[config.mk]
export PLATFORM = sky130hd
export DESIGN_NAME = csw_queue
export DESIGN_NICKNAME = d
export VERILOG_FILES = /design/src/rtl/csw_pkg.sv /design/src/rtl/csw_queue.sv
export SDC_FILE = /design/constraint.sdc
export NUM_CORES = 1
export LEC_CHECK = 0
export BUFFER_PORTS_ARGS = -buffer_cell sky130_fd_sc_hd__buf_2
export CAP_MARGIN = 0
export CORE_AREA = 4 4 417 419
export CTS_BUF_LIST = sky130_fd_sc_hd__clkbuf_8 sky130_fd_sc_hd__clkbuf_16
export DETAILED_ROUTE_END_ITERATION = 8
export DIE_AREA = 0 0 421 423
export MAX_ROUTING_LAYER = met4
export PLACE_DENSITY_LB_ADDON = 0.15
export SYNTH_ARGS = -nofsm -noshare
export SYNTH_HDL_FRONTEND = slang
export SYNTH_SLANG_ARGS = --single-unit
[constraint.sdc]
create_clock -name clk -period 22.8 [get_ports clk]
set_input_delay 6.84 -clock clk [delete_from_list [all_inputs] [get_ports clk]]
set_output_delay 6.84 -clock clk [all_outputs]
set_load 0.05 [all_outputs]
[src/rtl/csw_pkg.sv]
// Shared constants, codes and types of the Chebyshev series window evaluator.
package csw_pkg;

  localparam int TIME_W = 48;
  localparam int COEF_W = 48;
  localparam int CNT_W = 4;
  localparam int NCOEF = 9;
  localparam int MAX_COEFFS = 9;
  localparam int CFG_IDX_W = 2;
  localparam int STATUS_W = 2;

  localparam int T_W = 32;
  localparam int FRAC_T = 30;
  localparam int FRAC_BITS = 32;
  localparam int Q_W = FRAC_BITS + 1;
  localparam int REM_W = TIME_W + 1;
  localparam int PROD_W = 2 * T_W;
  localparam int REC_SH = 2 * FRAC_T - FRAC_T - 1;
  localparam int REC_N = 2 * (NCOEF - 2) + 1;

  localparam int HALF_W = COEF_W / 2;
  localparam int PP_W = HALF_W + T_W;
  localparam int SUM_W = 56;

  localparam int QUEUE_DEPTH = 2;
  localparam int QPTR_W = (QUEUE_DEPTH > 1) ? $clog2(QUEUE_DEPTH) : 1;
  localparam int QCNT_W = $clog2(QUEUE_DEPTH + 1);

  localparam logic [T_W-1:0] T_ONE = T_W'(1) << FRAC_T;

  typedef enum logic [STATUS_W-1:0] {
    ST_OK    = 2'd0,
    ST_RANGE = 2'd1,
    ST_SAT   = 2'd2
  } status_t;

  typedef enum logic [CFG_IDX_W-1:0] {
    CFG_START = 2'd0,
    CFG_END   = 2'd1,
    CFG_VALID = 2'd2
  } cfg_reg_t;

  typedef logic [COEF_W-1:0] coef_t;

  typedef struct packed {
    logic                    err;
    logic [CNT_W-1:0]        n;
    logic [TIME_W-1:0]       d;
    logic [TIME_W-1:0]       w;
    coef_t [NCOEF-1:0]       coef;
  } front_item_t;

endpackage

[src/rtl/csw_queue.sv]
// Short queue that decouples the front end from the evaluation pipeline.
module csw_queue (
  input  logic                 clk,
  input  logic                 rst,
  input  logic                 push_valid,
  output logic                 push_ready,
  input  csw_pkg::front_item_t push_item,
  output logic                 pop_valid,
  input  logic                 pop_ready,
  output csw_pkg::front_item_t pop_item
);

  csw_pkg::front_item_t entries [csw_pkg::QUEUE_DEPTH];
  logic [csw_pkg::QPTR_W-1:0] wr_ptr;
  logic [csw_pkg::QPTR_W-1:0] rd_ptr;
  logic [csw_pkg::QCNT_W-1:0] count;
  logic                       do_push;
  logic                       do_pop;

  assign push_ready = (count != csw_pkg::QCNT_W'(csw_pkg::QUEUE_DEPTH));
  assign pop_valid = (count != '0);
  assign pop_item = entries[rd_ptr];
  assign do_push = push_valid && push_ready;
  assign do_pop = pop_valid && pop_ready;

  always_ff @(posedge clk) begin
    if (rst) begin
      wr_ptr <= '0;
      rd_ptr <= '0;
      count <= '0;
    end else begin
      if (do_push) begin
        wr_ptr <= (wr_ptr == csw_pkg::QPTR_W'(csw_pkg::QUEUE_DEPTH - 1))
                  ? '0 : wr_ptr + csw_pkg::QPTR_W'(1);
      end
      if (do_pop) begin
        rd_ptr <= (rd_ptr == csw_pkg::QPTR_W'(csw_pkg::QUEUE_DEPTH - 1))
                  ? '0 : rd_ptr + csw_pkg::QPTR_W'(1);
      end
      if (do_push && !do_pop) begin
        count <= count + csw_pkg::QCNT_W'(1);
      end else if (do_pop && !do_push) begin
        count <= count - csw_pkg::QCNT_W'(1);
      end
    end
  end

  always_ff @(posedge clk) begin
    if (do_push) begin
      entries[wr_ptr] <= push_item;
    end
  end

`ifndef SYNTHESIS
  a_count_bound: assert property (@(posedge clk) disable iff (rst)
    count <= csw_pkg::QCNT_W'(csw_pkg::QUEUE_DEPTH))
    else $error("queue count above depth");
`endif

endmodule

# Yosys cells after proc, flatten, opt, wreduce, memory -nomap -nowiden
# Memory sizes are Yosys's and may differ from the RTL's. A register that Yosys moved wholly into a read port is not among the register bits.
# Index checks and enable logic that the tools add are counted.
word_totals:
  rom_bits: 0
  latchBits: 0
  register_bits: 4
  wordCells: 25
  out_inout_bits: 535
  mem_count: 1
  ram_bits: 1066
  in_bits: 537
op_classes:
  order_cmp: 0
  mux: 8
  multipliers: 0
  addsub: 4
  n_shift: 0
  reduce_logical: 8
  bitwise_logic: 0
  div_mod_pow: 0
  eq_ne: 1
mem_list:
  columns: ["name", "depth", "width", "rd", "rd_ports_with_merged_regs", "wr", "line", "text"]
  rows:
  - ["entries", 2, 533, 1, 1, 1, "csw_queue.sv:13", "csw_pkg::front_item_t entries [csw_pkg::QUEUE_DEPTH];"]
ops:
  columns: ["cell", "n"]
  rows:
  - ["two-way mux 1 bit", 6]
  - ["logical AND 1 bit", 4]
  - ["two-way mux 2 bit", 2]
  - ["nonzero test 2 bit", 2]
  - ["adder 1 bit (second input constant)", 2]
  - ["adder 2 x 1 -> 2 bit (second input constant)", 1]
  - ["logical NOT 1 bit", 2]
  - ["inequality test 2 bit (second input constant)", 1]
  - ["subtractor 2 x 1 -> 2 bit (second input constant)", 1]

# Longest topological paths before layout
# Gate-level depths: netlist (run 1).
logic_depth:
  word_depth: 6
  mapped_depth: 6
  ltp_nobuf: 6

# Worst setup path before layout (run 1)
# No wires, ideal clock.
synth_timing:
  kind: "input-to-reg"
  from: "input port push_valid"
  to: "memory entries[1][0] (netlist bit), enable pin"
  stages: 1
  setup_slack_ps: 2866
  arrival_time_ps: 18963
  t_required_ps: 21829
  setup_time_ps: 971
  path_cell_list: "and3_1"
synth_between:
  elab_chain_cells: 3
synth_lines:
  columns: ["item", "line", "text"]
  rows:
  - ["from (decl)", "csw_queue.sv:5", "input logic push_valid,"]
  - ["logical AND 1 bit", "csw_queue.sv:23", "assign do_push = push_valid && push_ready;"]
  - ["two-way mux 1 bit", "csw_queue.sv:49", "if (do_push) begin"]
  - ["two-way mux 1 bit (implied by the code)", "csw_queue.sv:50", "entries[wr_ptr] <= push_item;"]
  - ["to (decl)", "csw_queue.sv:13", null]
# No other way between the ends.

==> flow_metrics.env, run 1 <==
export IMPL_fillers=16800
export IMPL_post_synthesis_register_bit_count=1071
export IMPL_fmax_mhz=82.9
export IMPL_synthesis_area_per_instance_um2=23.9
export IMPL_worst_skew_pair_late_latency_ps=780
export IMPL_fp_coreArea_um2=171000
export IMPL_remaining_drc_errors=0
export IMPL_dp_final_hpwl_um=84200
export IMPL_grtUsageTotal_pct=13.1
export IMPL_cts_root_buf="sky130_fd_sc_hd__clkbuf_16"
export IMPL_layout_worst_path_cycle_share_pct=52.9
export IMPL_setup_worst_path_class="flip-flop to primary output"
export IMPL_cts_sinks=1071
export IMPL_floorplan_die_area_um2=178000
export IMPL_place_gp_congestion=0.785
export IMPL_power_static_leakage_nw=19.7
export IMPL_synth_largest_type_area_fraction_pct=79.7
export IMPL_hold_path_class="flip-flop to flip-flop"
export IMPL_syn_num_nets=2220
export IMPL_final_core_area_utilization_pct=30.5
export IMPL_yosysSeqAreaShare_pct=79.9
export IMPL_run_status="complete, no violations"
export IMPL_crit_path_max_fanout=117
export IMPL_place_port_buffers=1071
export IMPL_cts_setup_buffers=0
export IMPL_dr_total_vias=20700
export IMPL_fin_nets=3383
export IMPL_totalPowerFinal_mw=6.86
export IMPL_grt_setup_unrepaired="no"
export IMPL_area_delta_synth_final_pct=29.5
export IMPL_tns_ps=0
export IMPL_tritoncts_buffers=130
export IMPL_wl_per_cell_um=22.6
export IMPL_yosys_top_cell_by_area="sky130_fd_sc_hd__edfxtp_1"
export IMPL_grt_antenna_before_repair=85
export IMPL_syn_area_um2=40200
export IMPL_tritoncts_clock_tree="done"
export IMPL_power_density_cell_area_nw_per_um2=132
export IMPL_worstSetupEndpointType="primary output"
export IMPL_crit_slowest_cell="sky130_fd_sc_hd__dfxtp_4"
export IMPL_post_route_cells_drive_above_1_share_pct=61.1
export IMPL_maxSlewHeadroom_pct=9.64
export IMPL_syn_inst=1682
export IMPL_grt_ovfl_total=0
export IMPL_clock_path_buffers=3
export IMPL_die_w_um=421
export IMPL_via_cell_ratio=3.97
export IMPL_skew_ps=28.7
export IMPL_timing_critical_path_max_delay_family="buffers and inverters"
export IMPL_worstPathBufferInverterCount=4
export IMPL_holdBufCountCts=0
export IMPL_critical_path_most_common_cell="sky130_fd_sc_hd__buf_4"
export IMPL_timing_hold_violations_final=0
export IMPL_minimum_clock_period_after_layout_ps=12060
export IMPL_yosys_cell_types_count=20
export IMPL_die_height_um=423
export IMPL_first_iter_violations=1141
export IMPL_first_pass_grt_wire_length_um=163000
export IMPL_drt_first_pass_iters=5
export IMPL_cts_htree_levels=4
export IMPL_critical_path_max_stage_delay_ps=880
export IMPL_cts_clk_slew_worst_paths_ps=50
export IMPL_yosysWarningCount=0
export IMPL_rows=152
export IMPL_required_time_reported_for_the_critical_path_endpoint_ps=15960
export IMPL_grt_start_max_net_pins=154
export IMPL_worst_ir_drop_vdd_mv=0.0976
export IMPL_io_pins=1072
export IMPL_final_max_slew_viol_count=0
export IMPL_timing_critical_path_arrival_ps=5220
export IMPL_timing_max_cap_violations=0
export IMPL_yosys_top_cells_area="sky130_fd_sc_hd__edfxtp_1 (80%), sky130_fd_sc_hd__mux2_4 (14%), sky130_fd_sc_hd__mux2_2 (4.6%)"
export IMPL_timing_final_setup_violations=0
export IMPL_initial_utilization_pct=23.6
export IMPL_crit_path_cell_trace="buf_4 > buf_4 > buf_12 > mux2_2 > buf_2"
export IMPL_finalWirelength_um=118000
export IMPL_worst_slew_pin_slew_ps=1360
export IMPL_first_global_vias=22100
export IMPL_post_cts_resized_instances=0
export IMPL_worstSetupStartpointType="flip-flop"
export IMPL_post_route_ant_nets=0
## worst reg2reg max path, cell delays in order (launching register included)
cell and delay, ps:
sky130_fd_sc_hd__dfxtp_1 410, sky130_fd_sc_hd__nand2b_1 280, sky130_fd_sc_hd__nand3b_1 270, sky130_fd_sc_hd__inv_8 660, sky130_fd_sc_hd__buf_4 790, sky130_fd_sc_hd__buf_4 800
sky130_fd_sc_hd__buf_4 920, sky130_fd_sc_hd__buf_4 950
## metal layers
| layer | wire length, um | part of all wire, % | vias up | GRT usage [%] |
|---|---|---|---|---|
| met4 | 4770 | 4.0 | 0 | 6.33 |
| li1 | - | - | 9165 | - |
| met2 | 62000 | 53 | 777 | 22.7 |
| met3 | 7790 | 6.6 | 264 | 4.53 |
| met5 | 0 | 0 | - | - |
| met1 | 43400 | 37 | 10500 | 13.3 |
## power breakdown
part	switching (mW)	internal [mW]	total, mW	leakage [nW]
Combinational	1.73	0.698	2.43	7.62
Sequential	0.0660	2.46	2.53	10.0
Clock	0.825	1.08	1.90	2.08
## synth_stat cells
cell type	instances
sky130_fd_sc_hd__or3_1	1
sky130_fd_sc_hd__mux2_2	163
sky130_fd_sc_hd__buf_4	1
sky130_fd_sc_hd__o21ai_0	2
sky130_fd_sc_hd__nor2_1	3
sky130_fd_sc_hd__edfxtp_1	1066
sky130_fd_sc_hd__ha_1	1
sky130_fd_sc_hd__xor2_1	3
sky130_fd_sc_hd__a21bo_2	1
sky130_fd_sc_hd__and3_1	1
sky130_fd_sc_hd__nand3b_1	1
sky130_fd_sc_hd__buf_2	17
sky130_fd_sc_hd__a21oi_1	2
sky130_fd_sc_hd__or2_2	1
sky130_fd_sc_hd__nand2b_1	1
sky130_fd_sc_hd__inv_1	1
sky130_fd_sc_hd__buf_6	41
sky130_fd_sc_hd__mux2_4	370
sky130_fd_sc_hd__dfxtp_1	5
sky130_fd_sc_hd__and2_1	1
## cell families (layout without fill, tap and decap cells)
family	Yosys count	in the layout	synth area share, %
buffers and inverters	60	1321	1.39
adders and majority gates	1	1	0.0311
xor gates and xnor gates	3	3	0.0654
other	0	40	0
DFF	1071	1071	79.9
muxes	533	533	18.4
AOI/OAI and AO/OA	5	5	0.0747
and+or+nand+nor	9	9	0.125
## sequential cells by signal (all words and copies together) (netlist names), named ones only
signal   flops
wr_ptr       1
entries   1066
count        2
rd_ptr       1
## worst paths after layout
kind                                       startpoint  slack [ps]                   endpoint  cells after the start
worst max-delay path                        flip-flop       10740              pop_item[517]                      5
worst max register to register  count[0]$_SDFFE_PP0P_       17310  entries[0][485]$_DFFE_PP_                      7
worst min-delay path              rd_ptr$_SDFFE_PP0P_         500                  flip-flop                      2
worst min register to register    rd_ptr$_SDFFE_PP0P_         500                  flip-flop                      2
## per-stage QoR
stage	std cells	hold WS, ps	worst slack [ps]	instance area, um2
after global routing	5210	523	10430	52000
after detailed placement	4946	491	10780	48000
after CTS	5176	507	10540	51900
after floorplan	1682	471	2870	40200
after global placement	4946	493	10950	48000
final	5216	501	10740	52000
## layout by cell type (no fill, tap or decap), drive strengths merged, types with 3 or more instances in the layout
master / count
inv: 56
xor2: 3
mux2: 533
diode: 40
bufinv: 3
clkbuf: 130
edfxtp: 1066
buf: 1090
clkinv: 40
nor2: 3
dfxtp: 5
## final cells by class
cell class              count  area, um2  area share (%)
clock inverters           100        682            1.31
inverters                   1       11.3          0.0216
clock buffers             130       3250            6.25
well taps                2233       2790            5.37
diodes                     40        100           0.192
multi-input cells         551       7510            14.4
repair buffers           1090       5550            10.7
flip-flops and latches   1071      32100            61.7
Power figures use the tool's default switching activity.
==> inputs of run 2 (changes only) <==
clock period = 11.25 ns   (was 22.8 ns; I/O delays follow)
==> flow_metrics.env, run 2 (synthesis gave the netlist of run 1 again) <==
export IMPL_skew_ps=14.1
export IMPL_area_delta_synth_final_pct=29.6
export IMPL_grt_start_max_net_pins=146
export IMPL_hold_path_class="flip-flop to flip-flop"
export IMPL_clock_path_buffers=3
export IMPL_grtUsageTotal_pct=13.2
export IMPL_die_w_um=421
export IMPL_final_core_area_utilization_pct=30.5
export IMPL_place_gp_congestion=0.832
export IMPL_io_pins=1072
export IMPL_cts_clk_slew_worst_paths_ps=70
export IMPL_crit_path_max_fanout=84
export IMPL_cts_sinks=1071
export IMPL_timing_critical_path_arrival_ps=3790
export IMPL_post_route_ant_nets=0
export IMPL_setup_worst_path_class="flip-flop to primary output"
export IMPL_final_max_slew_viol_count=0
export IMPL_grt_antenna_before_repair=80
export IMPL_power_static_leakage_nw=19.7
export IMPL_layout_cells_most_common="sky130_fd_sc_hd__buf_2"
export IMPL_initial_utilization_pct=23.6
export IMPL_flip_flop_count_of_the_largest_register_after_layout=1066
export IMPL_worstSetupStartpointType="flip-flop"
export IMPL_tritoncts_clock_tree="done"
export IMPL_worstPathBufferInverterCount=3
export IMPL_place_port_buffers=1071
export IMPL_die_height_um=423
export IMPL_fin_hold_ws_ps=512
export IMPL_pwr_share_clk_pct=27.8
export IMPL_reg_top3="entries: 1066 flops, count: 2 flops"
export IMPL_worst_slew_pin_slew_ps=1070
export IMPL_worst_hold_path_num_cells=2
export IMPL_timing_max_cap_violations=0
export IMPL_critical_path_depth=4
export IMPL_rows=152
export IMPL_via_cell_ratio=3.96
export IMPL_power_switching_share_pct=37.4
export IMPL_run_status="complete, no violations"
export IMPL_layout_worst_path_cycle_share_pct=63.6
export IMPL_maxSlewHeadroom_pct=28.8
export IMPL_fillers=16800
export IMPL_power_frac_comb_pct=35.3
export IMPL_grt_ovfl_total=0
export IMPL_commonest_cells_after_routing_fill_and_taps_aside="sky130_fd_sc_hd__buf_2 (1,071), sky130_fd_sc_hd__edfxtp_1 (1,066), sky130_fd_sc_hd__mux2_4 (370), sky130_fd_sc_hd__mux2_2 (163), sky130_fd_sc_hd__clkbuf_16 (122)"
export IMPL_timing_critical_path_max_delay_family="buffers and inverters"
export IMPL_dr_total_vias=20600
export IMPL_power_internal_mw=8.69
export IMPL_cts_setup_buffers=0
export IMPL_first_iter_violations=1021
export IMPL_finalWirelength_um=119000
export IMPL_remaining_drc_errors=0
export IMPL_cts_root_buf="sky130_fd_sc_hd__clkbuf_16"
export IMPL_power_frac_seq_pct=36.9
export IMPL_cts_htree_levels=3
export IMPL_timing_hold_violations_final=0
export IMPL_holdBufCountCts=0
export IMPL_first_global_vias=22100
export IMPL_required_time_reported_for_the_critical_path_endpoint_ps=7880
export IMPL_post_cts_resized_instances=0
export IMPL_wl_per_cell_um=22.8
export IMPL_fin_nets=3377
export IMPL_power_density_cell_area_nw_per_um2=267
export IMPL_worstSetupEndpointType="primary output"
export IMPL_worst_skew_pair_late_latency_ps=730
export IMPL_drt_first_pass_iters=5
export IMPL_grt_setup_unrepaired="no"
export IMPL_crit_path_cell_trace="buf_12 > buf_4 > mux2_4 > buf_2"
export IMPL_dp_final_hpwl_um=87300
export IMPL_timing_final_setup_violations=0
export IMPL_floorplan_die_area_um2=178000
export IMPL_switchingPower_mw=5.20
export IMPL_fp_coreArea_um2=171000
export IMPL_minimum_clock_period_after_layout_ps=7160
export IMPL_critical_path_max_stage_delay_ps=920
export IMPL_register_containing_the_most_flip_flops_in_the_final_layout="entries"
export IMPL_first_pass_grt_wire_length_um=164000
export IMPL_tritoncts_buffers=120
export IMPL_r2r_worst_path_cells=5
export IMPL_fmax_mhz=140
export IMPL_crit_slowest_cell="sky130_fd_sc_hd__dfxtp_4"
export IMPL_worst_ir_drop_vdd_mv=0.152
export IMPL_post_route_cells_drive_above_1_share_pct=61.4
==> run 2: cell types whose count changed in the layout (fill, tap and decap cells not counted), sizes merged <==
cell      delta
buf          +4
bufinv      +12
clkbuf       -8
clkinv       +8
clkinvlp     +1
diode        +7
inv         -24
==> run 2: metrics by stage <==
| step | setup WS, ps | area, um2 | total power [mW] | TNS [ps] | instances |
|---|---|---|---|---|---|
| 6_report | 4090 | 52100 | 13.9 | 0 | 5216 |
| 5_1_grt | 3820 | 52100 | 14.5 | 0 | 5212 |
| 4_1_cts | 3870 | 51900 | 14.2 | 0 | 5169 |
| 3_5_place_dp | 4750 | 48100 | 10.2 | 0 | 4950 |
| 3_3_place_gp | 4860 | 48100 | 10.2 | 0 | 4950 |
| 2_1_floorplan | -679 | 40200 | 9.18 | -361840 | 1682 |
==> run 2: worst register-to-register path, cell delays in order (launching register included) <==
cell,delay [ps]
sky130_fd_sc_hd__dfxtp_1,400
sky130_fd_sc_hd__nand2b_1,230
sky130_fd_sc_hd__nand3b_1,170
sky130_fd_sc_hd__clkinvlp_4,670
sky130_fd_sc_hd__buf_4,630
sky130_fd_sc_hd__buf_4,780
==> run 2: area by class of cell <==
cell class              instances  area (um2)  area share (%)
flip-flops and latches       1071       32100            61.7
multi-input cells             551        7510            14.4
clock buffers                 122        3050            5.86
well taps                    2233        2790            5.37
diodes                         47         118           0.226
inverters                       1        7.51          0.0144
repair buffers               1094        5620            10.8
clock inverters                97         845            1.62
==> run 2: path summary, 6_finish.rpt <==
kind,start,to,slack (ps)
setup reg to reg,count[0]$_SDFFE_PP0P_,entries[0][199]$_DFFE_PP_,7890
hold / removal,rd_ptr$_SDFFE_PP0P_,flip-flop,510
setup / recovery,flip-flop,pop_item[486],4090
hold reg to reg,rd_ptr$_SDFFE_PP0P_,flip-flop,510
==> run 2: power groups by stage <==
stage	registers, mW	clock network [mW]	logic, mW
after floorplan	5.33	0	3.85
after CTS	5.14	4.03	4.98
after detailed placement	5.22	0	4.97
final	5.13	3.86	4.90
after global routing	5.17	4.20	5.09
after global placement	5.21	0	4.95
==> run 2: layer usage <==
layer	GRT usage, %	up-vias	routed length [um]
met5	-	-	0
met4	6.94	0	5610
met3	4.12	254	7820
met2	22.5	820	61900
met1	13.7	10400	43600
li1	-	9149	-
