<file path="config.mk">
export PLATFORM = sky130hd
export DESIGN_NAME = csw_front_flat
export DESIGN_NICKNAME = d
export VERILOG_FILES = /design/src/rtl/csw_pkg.sv /design/src/rtl/csw_if.sv /design/src/rtl/csw_front.sv /design/src/flat_wrapper.sv
export SDC_FILE = /design/constraint.sdc
export NUM_CORES = 1
export LEC_CHECK = 0
export BUFFER_PORTS_ARGS = -buffer_cell sky130_fd_sc_hd__buf_2
export CORE_AREA = 2 2 417 419
export CTS_CLUSTER_SIZE = 16
export DETAILED_ROUTE_END_ITERATION = 10
export DIE_AREA = 0 0 419 421
export GPL_TIMING_DRIVEN = 0
export PLACE_DENSITY = 0.33
export SYNTH_ARGS = -nofsm -noshare
export SYNTH_HDL_FRONTEND = slang
export SYNTH_SLANG_ARGS = --single-unit
</file>
<file path="constraint.sdc">
create_clock -name clk -period 35.2 [get_ports clk]
set_input_delay 3.52 -clock clk [delete_from_list [all_inputs] [get_ports clk]]
set_output_delay 3.52 -clock clk [all_outputs]
set_load 0.02 [all_outputs]
</file>
<file path="src/rtl/csw_pkg.sv">
// Shared constants, codes and types of the Chebyshev series window evaluator.
package csw_pkg;

  localparam int TIME_W = 48;
  localparam int COEF_W = 48;
  localparam int CNT_W = 4;
  localparam int NCOEF = 9;
  localparam int MAX_COEFFS = 9;
  localparam int CFG_IDX_W = 2;
  localparam int STATUS_W = 2;

  localparam int T_W = 32;
  localparam int FRAC_T = 30;
  localparam int FRAC_BITS = 32;
  localparam int Q_W = FRAC_BITS + 1;
  localparam int REM_W = TIME_W + 1;
  localparam int PROD_W = 2 * T_W;
  localparam int REC_SH = 2 * FRAC_T - FRAC_T - 1;
  localparam int REC_N = 2 * (NCOEF - 2) + 1;

  localparam int HALF_W = COEF_W / 2;
  localparam int PP_W = HALF_W + T_W;
  localparam int SUM_W = 56;

  localparam int QUEUE_DEPTH = 2;
  localparam int QPTR_W = (QUEUE_DEPTH > 1) ? $clog2(QUEUE_DEPTH) : 1;
  localparam int QCNT_W = $clog2(QUEUE_DEPTH + 1);

  localparam logic [T_W-1:0] T_ONE = T_W'(1) << FRAC_T;

  typedef enum logic [STATUS_W-1:0] {
    ST_OK    = 2'd0,
    ST_RANGE = 2'd1,
    ST_SAT   = 2'd2
  } status_t;

  typedef enum logic [CFG_IDX_W-1:0] {
    CFG_START = 2'd0,
    CFG_END   = 2'd1,
    CFG_VALID = 2'd2
  } cfg_reg_t;

  typedef logic [COEF_W-1:0] coef_t;

  typedef struct packed {
    logic                    err;
    logic [CNT_W-1:0]        n;
    logic [TIME_W-1:0]       d;
    logic [TIME_W-1:0]       w;
    coef_t [NCOEF-1:0]       coef;
  } front_item_t;

endpackage

</file>
<file path="src/rtl/csw_if.sv">
// Query and result channel interfaces of the series evaluator.
interface csw_query_if;
  logic                              valid;
  logic                              ready;
  logic [csw_pkg::TIME_W-1:0]        query_time;
  logic [csw_pkg::CNT_W-1:0]         coeff_count;
  logic signed [csw_pkg::COEF_W-1:0] coef_0;
  logic signed [csw_pkg::COEF_W-1:0] coef_1;
  logic signed [csw_pkg::COEF_W-1:0] coef_2;
  logic signed [csw_pkg::COEF_W-1:0] coef_3;
  logic signed [csw_pkg::COEF_W-1:0] coef_4;
  logic signed [csw_pkg::COEF_W-1:0] coef_5;
  logic signed [csw_pkg::COEF_W-1:0] coef_6;
  logic signed [csw_pkg::COEF_W-1:0] coef_7;
  logic signed [csw_pkg::COEF_W-1:0] coef_8;

  modport source (output valid, query_time, coeff_count, coef_0, coef_1, coef_2, coef_3,
                  coef_4, coef_5, coef_6, coef_7, coef_8, input ready);
  modport sink (input valid, query_time, coeff_count, coef_0, coef_1, coef_2, coef_3,
                coef_4, coef_5, coef_6, coef_7, coef_8, output ready);
endinterface


</file>
<file path="src/rtl/csw_front.sv">
// Front end: window registers, query classification and the input register.
module csw_front (
  input  logic                            clk,
  input  logic                            rst,
  csw_query_if.sink                       query,
  input  logic                            cfg_we,
  input  logic [csw_pkg::CFG_IDX_W-1:0]   cfg_index,
  input  logic [csw_pkg::TIME_W-1:0]      cfg_data,
  output logic                            push_valid,
  input  logic                            push_ready,
  output csw_pkg::front_item_t            push_item
);

  logic [csw_pkg::TIME_W-1:0] window_start;
  logic [csw_pkg::TIME_W-1:0] window_end;
  logic                       window_valid;

  csw_pkg::front_item_t cls;
  csw_pkg::front_item_t item;
  logic                 item_vld;
  logic                 in_range;

  always_ff @(posedge clk) begin
    if (rst) begin
      window_start <= '0;
      window_end <= '0;
      window_valid <= 1'b0;
    end else if (cfg_we) begin
      unique case (cfg_index)
        csw_pkg::CFG_START: window_start <= cfg_data;
        csw_pkg::CFG_END:   window_end <= cfg_data;
        csw_pkg::CFG_VALID: window_valid <= cfg_data[0];
        default: ;
      endcase
    end
  end

  always_comb begin
    in_range = window_valid && (query.query_time >= window_start)
               && (query.query_time <= window_end);
    cls.err = !in_range;
    cls.n = (query.coeff_count > csw_pkg::CNT_W'(csw_pkg::MAX_COEFFS))
            ? csw_pkg::CNT_W'(csw_pkg::MAX_COEFFS) : query.coeff_count;
    cls.d = query.query_time - window_start;
    cls.w = window_end - window_start;
    cls.coef[0] = query.coef_0;
    cls.coef[1] = query.coef_1;
    cls.coef[2] = query.coef_2;
    cls.coef[3] = query.coef_3;
    cls.coef[4] = query.coef_4;
    cls.coef[5] = query.coef_5;
    cls.coef[6] = query.coef_6;
    cls.coef[7] = query.coef_7;
    cls.coef[8] = query.coef_8;
  end

  assign query.ready = !item_vld || push_ready;
  assign push_valid = item_vld;
  assign push_item = item;

  always_ff @(posedge clk) begin
    if (rst) begin
      item_vld <= 1'b0;
    end else if (query.ready) begin
      item_vld <= query.valid;
    end
  end

  always_ff @(posedge clk) begin
    if (query.valid && query.ready) begin
      item <= cls;
    end
  end

endmodule

</file>
<file path="src/flat_wrapper.sv">
// flat-port wrapper written by rule: the top's interface ports become plain ports
module csw_front_flat 
  (clk, rst, cfg_we, cfg_index, cfg_data, push_valid, push_ready, push_item, query_valid, query_query_time, query_coeff_count, query_coef_0, query_coef_1, query_coef_2, query_coef_3, query_coef_4, query_coef_5, query_coef_6, query_coef_7, query_coef_8, query_ready);
  csw_query_if query_i ();
  input  logic clk;
  input  logic rst;
  input  logic cfg_we;
  input  logic [csw_pkg::CFG_IDX_W-1:0] cfg_index;
  input  logic [csw_pkg::TIME_W-1:0] cfg_data;
  output logic push_valid;
  input  logic push_ready;
  output csw_pkg::front_item_t push_item;
  input wire logic [$bits(query_i.valid)-1:0] query_valid;
  input wire logic [$bits(query_i.query_time)-1:0] query_query_time;
  input wire logic [$bits(query_i.coeff_count)-1:0] query_coeff_count;
  input wire logic [$bits(query_i.coef_0)-1:0] query_coef_0;
  input wire logic [$bits(query_i.coef_1)-1:0] query_coef_1;
  input wire logic [$bits(query_i.coef_2)-1:0] query_coef_2;
  input wire logic [$bits(query_i.coef_3)-1:0] query_coef_3;
  input wire logic [$bits(query_i.coef_4)-1:0] query_coef_4;
  input wire logic [$bits(query_i.coef_5)-1:0] query_coef_5;
  input wire logic [$bits(query_i.coef_6)-1:0] query_coef_6;
  input wire logic [$bits(query_i.coef_7)-1:0] query_coef_7;
  input wire logic [$bits(query_i.coef_8)-1:0] query_coef_8;
  output wire logic [$bits(query_i.ready)-1:0] query_ready;
  assign query_i.valid = query_valid;
  assign query_i.query_time = query_query_time;
  assign query_i.coeff_count = query_coeff_count;
  assign query_i.coef_0 = query_coef_0;
  assign query_i.coef_1 = query_coef_1;
  assign query_i.coef_2 = query_coef_2;
  assign query_i.coef_3 = query_coef_3;
  assign query_i.coef_4 = query_coef_4;
  assign query_i.coef_5 = query_coef_5;
  assign query_i.coef_6 = query_coef_6;
  assign query_i.coef_7 = query_coef_7;
  assign query_i.coef_8 = query_coef_8;
  assign query_ready = query_i.ready;
  csw_front u_core (.clk(clk), .rst(rst), .query(query_i), .cfg_we(cfg_we), .cfg_index(cfg_index), .cfg_data(cfg_data), .push_valid(push_valid), .push_ready(push_ready), .push_item(push_item));
endmodule
</file>
# Yosys cells after proc, flatten, opt, wreduce, memory -nomap -nowiden

Index checks and enable logic that the tools add are counted.

Word-level logic and storage cells: 34
Register bits: 631

Add/sub/neg operators: 2
Magnitude comparators: 3
Equality and inequality tests: 2
Reduce and logical (&&, ||, !) cells: 10

Operators by type and width:

| kind                                                | count |
|---|---|
| subtractor 48 bit                                   | 2 |
| >= comparator 48 bit                                | 1 |
| less-or-equal comparator 48 bit                     | 1 |
| AND reduction 2 bit                                 | 3 |
| > comparator 4 bit, second input constant           | 1 |
| logical AND 1 bit                                   | 3 |
| equality test 2 x 1 -> 1 bit, second input constant | 1 |
| equality test 2 bit, second input constant          | 1 |
| logical NOT 1 bit                                   | 2 |
| logical NOT 2 bit                                   | 1 |
| logical OR 1 bit                                    | 1 |

# Depth between registers and ports, before layout

Gate-level depths: netlist of run 1.

Depth in word-level cells: 4
Mapped depth: 12
Mapped depth without buffers: 12

# Worst setup path after synthesis of run 1

No wires, ideal clock.

Kind: in2reg
Start: input push_ready
End: register u_core.item, in the netlist u_core.push_item[0], enable pin
Path buffers: 0
Setup slack: 18.394 ns
Arrival time: 15.840 ns
Stages: 2
Setup time: 0.965 ns
Path through: nand2b_1 > and2_1

Cells in the longest elaborated chain, start to end: 2

Ends and longest elaborated chain:

| element              | line               | RTL |
|---|---|---|
| start, declared      | flat_wrapper.sv:11 | `input logic push_ready;` |
| logical OR 1 bit     | csw_front.sv:57    | `assign query.ready = !item_vld \|\| push_ready;` |
| logical AND 1 bit    | csw_front.sv:70    | `if (query.valid && query.ready) begin` |
| end signal, assigned | csw_front.sv:71    | `item <= cls;` |
| end, declared        | csw_front.sv:19    | `csw_pkg::front_item_t item;` |

No other way between the ends.
A chain may end at the register's enable or synchronous reset.

# Worst setup path after layout of run 1

Start: input push_ready
End: output query_ready

Cells in the longest elaborated chain, start to end: 1

Ends and longest elaborated chain:

| element          | line               | RTL |
|---|---|---|
| logical OR 1 bit | csw_front.sv:57    |  |
| end, declared    | flat_wrapper.sv:25 | `output wire logic [$bits(query_i.ready)-1:0] query_ready;` |

No other way between the ends.

==> impl_metrics.json, run 1 <==
{
  "vias": 21400,
  "core_sq_um": 172000,
  "clkTransAtPathRegs_ns": 0.05,
  "tritoncts": "done",
  "area_growth_pct": 43.5,
  "avgSynthCellArea_sq_um": 13.3,
  "rsz0062_at_grt": "no",
  "critPathLaunchType": "input port",
  "n_fill_cell": 18800,
  "min_path_type": "reg2reg",
  "finalNetCount": 3821,
  "power_density_nw_per_um2": 56.9,
  "slew_viol_final": 0,
  "vias_per_cell": 3.85,
  "post-place-cells": 5373,
  "ys_seq_area_share_pct": 68.6,
  "die_height_microns": 421,
  "finalSetupViolCount": 0,
  "floorplan.initialDensity_pct": 15.2,
  "die_x_microns": 419,
  "synth_warnings": 0,
  "rows": 153,
  "h-tree-depth": 3,
  "critPathArrivalTime_ns": 3.95,
  "ant_nets": 0,
  "syn_area_sq_um": 26200,
  "maxCapViolations": 0,
  "fin_cells": 5557,
  "cp_slowest_cell": "buf_2",
  "cts_resized": 0,
  "required_ns": 31.68,
  "drc": 0,
  "critPathMaxStageDelay_ns": 0.17,
  "gp_congestion": 0.862,
  "crit_top_cell": "buf_2",
  "path_cells": "buf_2, nand2b_1, buf_2",
  "wire_per_inst_microns": 29.6,
  "wl_microns": 164000,
  "tns_ns": 0,
  "layout-drive-gt1-share_pct": 38.4,
  "total_power_mw": 2.14,
  "worstSetupPathType": "in2out",
  "synth.distinct_cells": 67,
  "netlist_instances": 1965,
  "clk_latency_ns": 0.72,
  "antenna_found_initial": 191,
  "grt_first_pass_wirelength_microns": 208000,
  "synth_top_flop_cell": "edfxtp_1",
  "r2r_cells": 11,
  "busiest_layer": "met2",
  "use_met2_pct": 33.7,
  "port_buffers": 1072,
  "p_leak_nw": 15.1,
  "min_period_over_period_pct": 21.2,
  "clkSinkCount": 631,
  "critPathMaxFanout": 3,
  "endpoint_kind": "output port",
  "finClkSkew_ns": 0.0249,
  "timing.hold.ws_ns": 0.453,
  "grt_overflow": 0,
  "dr.pass1.iters": 5,
  "status": "finished, final reports clean",
  "cts.path.max_buffers": 3,
  "syn_nets": 2649,
  "hold_viol": 0,
  "cts-root-buf": "clkbuf_16",
  "cts_hold_buf": 0,
  "track_usage_pct": 18.1,
  "grtUsageMet1_pct": 20.0,
  "drt_iter0_drc": 1218,
  "fmax_ghz": 0.134,
  "grt_use_met3_pct": 4.81,
  "synth-async-reset-ratio_pct": 0,
  "numCtsBuffers": 87,
  "max_slew_margin_pct": 22.1,
  "min_path_cells": 2,
  "synth-edff-count": 533,
  "fin_crit_ns": 7.47,
  "grt_max_degree": 67,
  "tightest_slew_ns": 1.16,
  "ys_ff_latch": 631,
  "vdd_ir_drop_max_uv": 35.9,
  "ioPinCount": 1074,
  "hpwl_microns": 141000,
  "grt_pass1_vias": 21100,
  "die_area_sq_um": 176000,
  "post_cts_buffers": 0
}
-- report_power, final --
group	internal (mW)	switching [mW]	total, mW
clock	0.512	0.371	0.883
combinational	0.114	0.246	0.360
sequential	0.876	0.0182	0.894
-- path summary, 6_finish.rpt --
check                                            start                                   end  slack (ns)
hold / removal    u_core.window_start[24]$_SDFFE_PP0P_  u_core.window_start[24]$_SDFFE_PP0P_        0.45
setup / recovery                            push_ready                           query_ready       27.73
setup reg to reg   u_core.window_start[6]$_SDFFE_PP0P_       u_core.push_item[479]$_DFFE_PP_       30.72
hold reg to reg   u_core.window_start[24]$_SDFFE_PP0P_  u_core.window_start[24]$_SDFFE_PP0P_        0.45
-- final cells by class --
type / instances / area [sq um] / area share, %
Antenna cell: 25 / 62.6 / 0.167
Clock inverter: 52 / 438 / 1.17
Timing Repair Buffer: 1083 / 5650 / 15.0
Buffer: 60 / 226 / 0.603
Tap cell: 2325 / 2910 / 7.74
Inverter: 121 / 454 / 1.21
Multi-Input combinational cell: 1153 / 7540 / 20.1
Clock buffer: 107 / 2320 / 6.19
Sequential cell: 631 / 18000 / 47.8
-- per-stage QoR --
step	cell area (sq um)	utilization, %	worst slack (ns)
2_1_floorplan	26200	-	18.39
3_3_place_gp	34500	20.0	10.06
3_5_place_dp	34700	20.1	27.74
4_1_cts	37500	21.7	27.74
5_1_grt	37500	21.8	27.71
6_report	37600	21.8	27.73
-- layout by cell type, fill, tap and decap left out, drive strengths merged, types with 36 or more instances in the layout --
| cell type | instances |
|---|---|
| a21oi | 211 |
| edfxtp | 533 |
| clkbuf | 164 |
| o21ai | 61 |
| nand2 | 254 |
| ha | 143 |
| a21o | 71 |
| nor2 | 55 |
| inv | 127 |
| xnor2 | 56 |
| clkinv | 36 |
| buf | 1086 |
| dfxtp | 98 |
-- layer usage --
layer	part of all wire, %	wire (microns)
met1	38	62500
met2	52	85700
met3	6.7	11100
met4	3.1	5130
met5	0.024	39
-- state kept, by name, summed over array words and instances (netlist names) --
signal and count:
u_core.window_end 48, u_core.window_start 48, u_core.push_valid 1, u_core.window_valid 1, u_core.push_item 533
-- cells in the mapped netlist, drive strengths merged, types with 11 or more instances --
cell type / number / share of area [%]
edfxtp: 533 / 61
nand2: 254 / 3.6
a21oi: 211 / 4.0
ha: 143 / 6.8
inv: 121 / 1.7
dfxtp: 98 / 7.5
a21o: 71 / 2.0
o21ai: 61 / 1.2
clkbuf: 57 / 0.82
xnor2: 56 / 1.9
nor2: 55 / 0.79
nand3: 31 / 0.59
nand4: 28 / 0.67
xor2: 28 / 0.94
o21a: 19 / 0.54
nand2b: 18 / 0.43
nor3: 17 / 0.32
a31oi: 16 / 0.38
nor2b: 15 / 0.39
and3: 14 / 0.33
o211ai: 11 / 0.32
o21bai: 11 / 0.32
-- worst max-delay path: cells and delay by family --
| kind | cells | cell delay, ns |
|---|---|---|
| and+or+nand+nor | 1 | 0.16 |
| buffers and inverters | 2 | 0.26 |
-- cell families (layout without fill, tap and decap cells) --
kind of cell | after synthesis | after routing | share of synthesized area (%)
compound gates | 446 | 446 | 10.5
xor+xnor | 84 | 84 | 2.81
fa+ha+maj | 145 | 145 | 6.99
buf+inv | 181 | 1423 | 2.60
flops | 631 | 631 | 68.6
mux | 1 | 1 | 0.0382
other cells | 0 | 25 | 0
simple gates | 477 | 477 | 8.44
(Power assumes the default switching activity.)
==> run 2: changes to the inputs <==
Settings changed: ABC_AREA set to 1, CORE_AREA 2 2 417 419 to 2 2 419 421, DIE_AREA 0 0 419 421 to 0 0 421 423, PLACE_DENSITY 0.33 to 0.34.
Clock period 35.2 ns to 7.05 ns, I/O delays scaled along.
==> run 2 against run 1 <==
Routed wire length is 7.6% higher. Register-to-register slack lost 27 ns. Combinational power grew to 6.2 times the previous value. Worst setup slack worse by 24 ns. Critical path depth increased by 6. Final cell count is 12% higher.
==> impl_metrics.json, run 2 <==
{
  "status": "finished, final reports clean",
  "r2r-start": "u_core.push_valid$_SDFFE_PP0N_",
  "slew_viol_final": 0,
  "fin_crit_ns": 2.88,
  "yosysTopAreaCell": "edfxtp_1",
  "critPathMaxFanout": 26,
  "post-place-cells": 6027,
  "reg2reg_to": "u_core.push_item[356]$_DFFE_PP_",
  "mostFrequentLayoutCell": "buf_2",
  "synth-async-reset-ratio_pct": 0,
  "cts-root-buf": "clkbuf_16",
  "die_area_sq_um": 178000,
  "cts.path.max_buffers": 3,
  "ioPinCount": 1074,
  "vias_per_cell": 3.91,
  "dr.pass1.iters": 5,
  "critPathArrivalTime_ns": 3.25,
  "wire_per_inst_microns": 28.4,
  "wl_met2_microns": 87600,
  "layout_setup_ws_ns": 4.17,
  "die_height_microns": 423,
  "finalNetCount": 4472,
  "grt_pass1_vias": 23900,
  "synth_warnings": 0,
  "grt_overflow": 0,
  "min_path_cells": 1,
  "wl_microns": 177000,
  "final_cell_area_sq_um": 39700,
  "clkSinkCount": 631,
  "min_period_over_period_pct": 40.8,
  "place_area_sq_um": 36900,
  "critPathMaxStageDelay_ns": 0.50,
  "port_buffers": 1072,
  "fin_util_pct": 22.9,
  "fmax_ghz": 0.347,
  "crit_top_cell": "buf_12",
  "timing.hold.ws_ns": 0.179,
  "critPathLaunchType": "flop",
  "mostFrequentLayoutCells": "buf_2, nand2_1, edfxtp_1, inv_1, nor2_1",
  "required_ns": 7.42,
  "finClkSkew_ns": 0.0276,
  "die_x_microns": 421,
  "min_path_type": "in2reg",
  "r2r_cells": 9,
  "drc": 0,
  "total_power_mw": 11.0,
  "post_cts_buffers": 0,
  "rsz0062_at_grt": "no",
  "vias": 24300,
  "tightest_slew_ns": 1.01,
  "tritoncts": "done",
  "tns_ns": 0,
  "netlist_instances": 2605,
  "path_cells": "a21oi_4, buf_16, buf_12, buf_12, buf_12, buf_16, buf_16, buf_12, buf_12",
  "clkTransAtPathRegs_ns": 0.06,
  "top_layer": "met5",
  "grt_max_degree": 30,
  "layout-drive-gt1-share_pct": 33.1,
  "cts_hold_buf": 0,
  "yosysTopAreaCellShare_pct": 57.0,
  "path_buf_inv": 8,
  "clk_latency_ns": 0.71,
  "gp_congestion": 0.927,
  "synthTopCellsByArea": "edfxtp_1, nand2_1, dfxtp_1",
  "ys_seq_area_share_pct": 64.0,
  "yosysMostFrequentCell": "nand2_1",
  "min-delay-start": "query_coef_7[40]",
  "ant_nets": 0,
  "largest_reg_flops": 533,
  "numCtsBuffers": 84,
  "synth_top_flop_cell": "edfxtp_1",
  "dr_wl_met3_microns": 12600,
  "maxCapViolations": 0,
  "vdd_ir_drop_max_uv": 189,
  "floorplan.initialDensity_pct": 16.2,
  "synth_common_cells": "nand2_1, edfxtp_1, inv_1, nor2_1, ha_1",
  "avgSynthCellArea_sq_um": 10.8,
  "track_usage_pct": 19.3,
  "dp_slack_ns": 3.56,
  "fin_cells": 6217,
  "rows": 153,
  "ys_ff_latch": 631,
  "finalSetupViolCount": 0,
  "syn_nets": 3289,
  "area_growth_pct": 41.5,
  "grt_first_pass_wirelength_microns": 227000,
  "drt_iter0_drc": 1440,
  "antenna_found_initial": 209,
  "cp_slowest_cell": "a21oi_4",
  "worstSetupPathType": "reg2reg",
  "core_sq_um": 173000,
  "whs_endpoint": "u_core.push_item[376]$_DFFE_PP_",
  "p_leak_nw": 17.5,
  "power_density_nw_per_um2": 278,
  "h-tree-depth": 3,
  "syn_area_sq_um": 28100,
  "synth.distinct_cells": 38,
  "synth-edff-count": 533,
  "hpwl_microns": 157000,
  "max_slew_margin_pct": 32.5,
  "reg2reg_slack_ns": 4.17,
  "cts_resized": 0,
  "hold_viol": 0,
  "critPathTopFamily": "buffers and inverters",
  "drt-met1-wl_microns": 70100,
  "endpoint_kind": "flop"
}
-- run 2: cell type report --
class,instances,area [sq um]
clock buffer,114,2330
sequential,631,18000
fill,19100,134000
buffer,32,129
inverter,388,1460
timing repair buffer,1097,5940
clock inverter,38,367
tap,2325,2910
antenna,38,95.1
multi-input combinational,1554,8530
-- run 2: cell families after synthesis --
group | count (synthesis) | synth area share [%]
compound gates | 329 | 7.04
flops | 631 | 64.0
simple gates | 1025 | 15.1
xor+xnor | 55 | 1.72
fa+ha+maj | 145 | 6.52
buf+inv | 420 | 5.65
-- run 2: layer usage --
metal  track usage (%)  vias to the layer above
li1                  -                    11200
met1              22.6                    11500
met2              34.4                     1059
met3              5.16                      451
met4              5.24                       16
met5                 0                        -
-- run 2: how the worst max path moves through the flow --
stage | start | endpoint | slack (ns) | cells after the start
final | u_core.push_valid$_SDFFE_PP0N_ | u_core.push_item[356]$_DFFE_PP_ | 4.17 | 9
after global placement | push_ready | u_core.push_item[96]$_DFFE_PP_ | -8.50 | 3
after detailed placement | push_ready | u_core.push_item[96]$_DFFE_PP_ | 3.56 | 11
after floorplan | push_ready | u_core.push_item[0]$_DFFE_PP_ | -2.82 | 2
after CTS | u_core.push_valid$_SDFFE_PP0N_ | u_core.push_item[356]$_DFFE_PP_ | 4.09 | 9
after global routing | u_core.push_valid$_SDFFE_PP0N_ | u_core.push_item[40]$_DFFE_PP_ | 3.97 | 9
-- run 2: report_power, final --
group          internal, mW  switching [mW]
clock network          2.50            1.81
registers              4.40           0.105
logic                 0.659            1.57
total                  7.56            3.48
-- run 2: worst register-to-register path, cell delays in order, from the launching register on --
cell and delay, ns:
dfxtp_1 0.34, a21oi_4 0.50, buf_16 0.25, buf_12 0.21, buf_12 0.22, buf_12 0.21
buf_16 0.21, buf_16 0.19, buf_12 0.21, buf_12 0.22
